File: src/rtl/core/c3f_pkg.sv
`timescale 1ns / 1ps
`default_nettype none
// ----------------------------------------------------------------------------
// c3f_pkg: shared types and constants of the 3x3 clamped filter
// Field widths, register indexes, fixed-point sizes and the result queue
// geometry used by the filter core and its datapath.
// ----------------------------------------------------------------------------
package c3f_pkg;

    // pixel and size fields
    localparam int PIX_W       = 8;
    localparam int PIX_MAX     = 255;
    localparam int SIZE_W      = 11;
    localparam int SIZE_RESET  = 1024;
    localparam int OUTER_LIMIT = 1024;
    localparam int OPOS_W      = 11;    // holds OUTER_LIMIT + 1
    localparam int BORDER      = 2;     // first interior window position

    // kernel geometry
    localparam int COEF_W   = 16;       // signed Q8.8
    localparam int KROWS    = 3;
    localparam int KCOLS    = 3;
    localparam int WIN_TAPS = KROWS * KCOLS;
    localparam int KROW_W   = KCOLS * COEF_W;

    // configuration port
    localparam int CFG_IDX_W  = 3;
    localparam int CFG_DATA_W = 48;
    localparam logic [CFG_IDX_W-1:0] REG_INNER_SIZE   = 3'd0;
    localparam logic [CFG_IDX_W-1:0] REG_OUTER_SIZE   = 3'd1;
    localparam logic [CFG_IDX_W-1:0] REG_KERNEL_TOP   = 3'd2;
    localparam logic [CFG_IDX_W-1:0] REG_KERNEL_MID   = 3'd3;
    localparam logic [CFG_IDX_W-1:0] REG_KERNEL_BOTTOM = 3'd4;

    // fixed-point datapath
    localparam int FRAC_W = 8;
    localparam int PROD_W = PIX_W + 1 + COEF_W;   // unsigned pixel x signed coef
    localparam int SUM_W  = 20;                   // |sum| < 9 * 2^15
    localparam int ACC_W  = SUM_W + FRAC_W + 1;

    // result queue, depth is a power of two so pointers wrap naturally
    localparam int FIFO_DEPTH = 16;
    localparam int FPTR_W     = $clog2(FIFO_DEPTH);
    localparam int CNT_W      = $clog2(FIFO_DEPTH + 1);

    typedef logic [WIN_TAPS-1:0][PIX_W-1:0] t_win;
    typedef logic [KROWS-1:0][KROW_W-1:0]   t_kernel;

    typedef struct packed {
        logic valid;
        logic last;
    } t_ctl;

    typedef struct packed {
        logic [PIX_W-1:0] pixel;
        logic             last;
    } t_result;

endpackage

`default_nettype wire

File: src/rtl/core/c3f_mac.sv
`timescale 1ns / 1ps
`default_nettype none
// ----------------------------------------------------------------------------
// c3f_mac: kernel datapath of the 3x3 clamped filter
// Nine parallel pixel x coefficient products, then the truncating running
// sum over three stages of three taps, then the clamp to 0..255.
// Registered output, no stall.
// ----------------------------------------------------------------------------
module c3f_mac (
    input  logic                      i_clk,
    input  logic                      i_rst_n,
    input  c3f_pkg::t_ctl             i_ctl,
    input  c3f_pkg::t_win             i_win,
    input  c3f_pkg::t_kernel          i_kernel,
    output c3f_pkg::t_ctl             o_ctl,
    output logic [c3f_pkg::PIX_W-1:0] o_pixel
);
    import c3f_pkg::*;

    typedef logic signed [PROD_W-1:0] t_prod;
    typedef logic signed [SUM_W-1:0]  t_sum;
    typedef logic signed [ACC_W-1:0]  t_acc;

    localparam t_sum SUM_MAX = t_sum'(PIX_MAX);

    // sum = trunc((sum * 256 + prod) / 256), rounding toward zero
    function automatic t_sum f_tap(input t_sum sum, input t_prod prod);
        t_acc t;
        t_acc q;
        t = (t_acc'(sum) <<< FRAC_W) + t_acc'(prod);
        q = t >>> FRAC_W;
        if (t[ACC_W-1] && (t[FRAC_W-1:0] != '0)) begin
            q = q + t_acc'(1);
        end
        return q[SUM_W-1:0];
    endfunction

    t_prod w_prod  [WIN_TAPS];
    t_prod r_prod1 [WIN_TAPS];
    t_prod r_prod2 [2*KCOLS];
    t_prod r_prod3 [KCOLS];
    t_sum  w_sum2;
    t_sum  w_sum3;
    t_sum  w_sum4;
    t_sum  r_sum2;
    t_sum  r_sum3;
    t_ctl  r_ctl1;
    t_ctl  r_ctl2;
    t_ctl  r_ctl3;
    t_ctl  r_ctl4;
    logic [PIX_W-1:0] n_pixel;
    logic [PIX_W-1:0] r_pixel;

    // products: zero-extended pixel times signed coefficient
    always_comb begin
        for (int r = 0; r < KROWS; r++) begin
            for (int c = 0; c < KCOLS; c++) begin
                w_prod[r*KCOLS+c] = t_prod'(signed'({1'b0, i_win[r*KCOLS+c]}))
                                  * t_prod'(signed'(i_kernel[r][c*COEF_W +: COEF_W]));
            end
        end
    end

    // running sum, one kernel row per stage
    always_comb begin
        w_sum2 = '0;
        for (int k = 0; k < KCOLS; k++) begin
            w_sum2 = f_tap(w_sum2, r_prod1[k]);
        end
    end

    always_comb begin
        w_sum3 = r_sum2;
        for (int k = 0; k < KCOLS; k++) begin
            w_sum3 = f_tap(w_sum3, r_prod2[k]);
        end
    end

    always_comb begin
        w_sum4 = r_sum3;
        for (int k = 0; k < KCOLS; k++) begin
            w_sum4 = f_tap(w_sum4, r_prod3[k]);
        end
    end

    // clamp to the pixel range
    always_comb begin
        if (w_sum4[SUM_W-1]) begin
            n_pixel = '0;
        end else if (w_sum4 > SUM_MAX) begin
            n_pixel = PIX_W'(PIX_MAX);
        end else begin
            n_pixel = w_sum4[PIX_W-1:0];
        end
    end

    // control pipeline
    always_ff @(posedge i_clk) begin
        if (!i_rst_n) begin
            r_ctl1 <= '0;
            r_ctl2 <= '0;
            r_ctl3 <= '0;
            r_ctl4 <= '0;
        end else begin
            r_ctl1 <= i_ctl;
            r_ctl2 <= r_ctl1;
            r_ctl3 <= r_ctl2;
            r_ctl4 <= r_ctl3;
        end
    end

    // data pipeline
    always_ff @(posedge i_clk) begin
        r_prod1 <= w_prod;
        r_sum2  <= w_sum2;
        for (int k = 0; k < 2*KCOLS; k++) begin
            r_prod2[k] <= r_prod1[k+KCOLS];
        end
        r_sum3  <= w_sum3;
        for (int k = 0; k < KCOLS; k++) begin
            r_prod3[k] <= r_prod2[k+KCOLS];
        end
        r_pixel <= n_pixel;
    end

    assign o_ctl   = r_ctl4;
    assign o_pixel = r_pixel;

endmodule

`default_nettype wire

File: config.mk
export PLATFORM = sky130hd
export DESIGN_NAME = c3f_mac
export DESIGN_NICKNAME = d
export VERILOG_FILES = /design/src/rtl/core/c3f_pkg.sv /design/src/rtl/core/c3f_mac.sv
export SDC_FILE = /design/constraint.sdc
export NUM_CORES = 2
export LEC_CHECK = 0
export CAP_MARGIN = 20
export CORE_MARGIN = 4
export CORE_UTILIZATION = 30
export DETAILED_ROUTE_END_ITERATION = 10
export DONT_BUFFER_PORTS = 1
export PLACE_DENSITY_LB_ADDON = 0.08
export REMOVE_ABC_BUFFERS = 1
export SLEW_MARGIN = 20
export SYNTH_ARGS = -nofsm -noshare
export SYNTH_HDL_FRONTEND = slang
export SYNTH_SLANG_ARGS = --single-unit
File: constraint.sdc
create_clock -name i_clk -period 9.3 [get_ports i_clk]
set_input_delay 0.93 -clock i_clk [delete_from_list [all_inputs] [get_ports i_clk]]
set_output_delay 0.93 -clock i_clk [all_outputs]
set_load 0.05 [all_outputs]
==> flow_summary.toml <==
[global_route]
gr-usage-met3 = 0.0171
grt_max_degree = 17
via_count_of_the_first_global_routing_pass = 47139
grt_use_met2 = 0.265
globalRouteMet1Util = 0.184
globalRouteTotalUtil = 0.146
grt_pass1_wl_um = 255000
number_of_antenna_violations_at_the_first_check_in_global_routing = 2
grt.overflow.total = 0
busiest_layer = "met2"

[final_layout]
diodes = 0
syn_to_layout_area_delta_pct = 8.83
fin_cells = 9555
drive_above_1_share = 0.0316
num-nets-final = 8580
final.fill_count = 21463

[clocking]
tritoncts.num_buffers = 66
clk-insertion-delay-late_ns = 0.66
clk_transition_reported_paths_ns = 0.06
post_cts_hold_buffer_count = 0
clock_tree.buffer_depth = 3
cts_htree_levels = 3
numClockSinks = 506
clock_tree_root_buffer_cell = "sky130_fd_sc_hd__clkbuf_16"
tritoncts = "done"

[floorplanning]
rows = 166
initial_utilization = 0.303
die_w_um = 464
die_height_um = 464
coreArea_um2 = 206000
top_level_ports = 230
die-area_um2 = 215000

[synth]
ys_async_sr_fraction = 0
avgSynthCellArea_um2 = 9.12
yosysSeqAreaShare = 0.163
synth_enable_flop_cells = 0
synth_cells = 6832
netlist_area_um2 = 62300
ys_ff_latch = 506
yosys.area.top_type_share = 0.298
yosysTopAreaCell = "sky130_fd_sc_hd__fa_1"
synth_cell_types = 98
synth_warn = 0
synth_commonest_cells = "sky130_fd_sc_hd__inv_1 (1312), sky130_fd_sc_hd__fa_1 (926), sky130_fd_sc_hd__and2_1 (766)"
synthTopCellsByArea = "sky130_fd_sc_hd__fa_1 (30%), sky130_fd_sc_hd__dfxtp_1 (16%), sky130_fd_sc_hd__ha_1 (12%), sky130_fd_sc_hd__inv_1 (7.9%), sky130_fd_sc_hd__and2_1 (7.7%)"
yosys.cell_count.top_type = "sky130_fd_sc_hd__inv_1"
dominantRegCellSynth = "sky130_fd_sc_hd__dfxtp_1"

[placed_design]
detailedPlacementHpwl_um = 129000
placer_s_final_routability_congestion_estimate = 0.824
dp_slack_ns = 0.195
place_inst = 9435
portBuffers = 0

[setup_path]
number_of_buffer_and_inverter_instances_along_the_worst_setup_path = 3
critPathCaptureType = "register"
worst_path_most_repeated_cell = "sky130_fd_sc_hd__ha_1"
worst_path_largest_cell_delay_ns = 0.51
timing.critical_path.slowest_stage_cell = "sky130_fd_sc_hd__a2111oi_2"
cpLargestDelayFamily = "compound AO/OA/AOI/OAI gates"
worst-endpoint-required_ns = 9.79
timing.critical_path.arrival_ns = 9.20
crit_fanout = 10
startpoint_type = "register"
reg_to_reg_critical_path_startpoint = "r_sum3[5]"
setup.worst_path.start = "r_sum3[5]"
timing_worst_setup_path_type = "reg2reg"

[sta]
worst_pin_slew_ns = 0.838
post_route_worst_setup_slack_ns = 0.588
fmax_ghz = 0.115
slew_headroom = 0.438
timing_max_transition_violations_final = 0
worst_hold_slack_ns = 0.314
timing_hold_violations_final = 0
period_needed_ns = 8.71
setup_viol_count_final = 0
finalClockSkew_ns = 0.0329
final_min_period_over_clock_period = 0.937

[hold_path]
hp-class = "reg2reg"
hp-start = "r_prod2[4][11]"

[routing]
vias_per_cell = 4.55
drt.antenna.violating_nets = 0
drt_iter0_drc = 1558
drc_errors = 0
wl_um = 154000
wire_per_inst_um = 16.2
vias = 43510
1st_pass_router_iterations = 5

[flow_run]
timing.max_cap.violations = 0

[status]
run_status = "finished clean"
-- cell usage in the layout (no fill, tap or decap), drive strengths merged, types with 22 or more instances in the layout --
| master | count |
|---|---|
| a211oi | 38 |
| a21o | 88 |
| a21oi | 224 |
| a31oi | 34 |
| and2 | 767 |
| and3 | 51 |
| clkbuf | 86 |
| dfxtp | 506 |
| fa | 926 |
| ha | 617 |
| inv | 1324 |
| nand2 | 617 |
| nand2b | 23 |
| nand3 | 94 |
| nand4 | 40 |
| nor2 | 206 |
| nor2b | 52 |
| nor3 | 109 |
| nor4 | 35 |
| o211ai | 22 |
| o21a | 46 |
| o21ai | 131 |
| o31ai | 23 |
| or2 | 28 |
| or3 | 29 |
| xnor2 | 339 |
| xor2 | 133 |
-- per-layer routing --
| layer | routed length, µm | vias to the layer above |
|---|---|---|
| li1 | - | 21495 |
| met1 | 69300 | 21438 |
| met2 | 78200 | 430 |
| met3 | 4360 | 147 |
| met4 | 2530 | 0 |
| met5 | 0 | - |
-- cells by family (layout without fill, tap and decap cells) --
kind of cell               count (synthesis)  after routing  synth area share
buffers and inverters                   1406           1441            0.0848
xor gates and xnor gates                 472            472            0.0664
adders and majority gates               1543           1543             0.422
AOI/OAI and AO/OA                        788            788            0.0853
and+or+nand+nor                         2109           2109             0.178
muxes                                      8              8           0.00139
DFF                                      506            506             0.163
-- timing repair --
item	CTS	global route
setup endpoints to repair	0	18
setup buffers	0	2
hold endpoints to repair	0	0
gates resized for setup	0	18
-- layout make-up --
class | count | area (µm²) | share of cell area
multi-input combinational | 4920 | 47000 | 0.693
sequential | 506 | 10100 | 0.149
inverter | 1313 | 4930 | 0.0727
tap | 2688 | 3360 | 0.0496
clock buffer | 86 | 1840 | 0.0271
clock inverter | 32 | 463 | 0.00683
timing repair buffer | 10 | 75.1 | 0.00111
-- state kept, by name, indices dropped and copies added (netlist names) --
name     cells
r_prod3     75
r_prod1    225
r_sum2      20
r_ctl2       2
r_ctl3       2
r_sum3      20
o_ctl        2
r_prod2    150
r_ctl1       2
o_pixel      8
-- metrics by stage --
stage                util  setup TNS [ns]  area [µm²]
floorplan               -               0       61900
global placement    0.318               0       65400
detailed placement  0.318               0       65400
CTS                 0.329               0       67700
global route        0.330         -0.0737       67800
finish              0.330               0       67800
-- worst paths after layout --
path / slack [ns] / cells past startpoint / endpoint
max: 0.59 / 34 / o_pixel[4]
max reg2reg: 0.59 / 34 / o_pixel[4]
min reg2reg: 0.31 / 0 / r_prod3[0][36]
min: 0.31 / 0 / r_prod3[0][36]
Power is not shown: default switching activity piles up to over one toggle a cycle in this logic, so the estimate is an artifact.
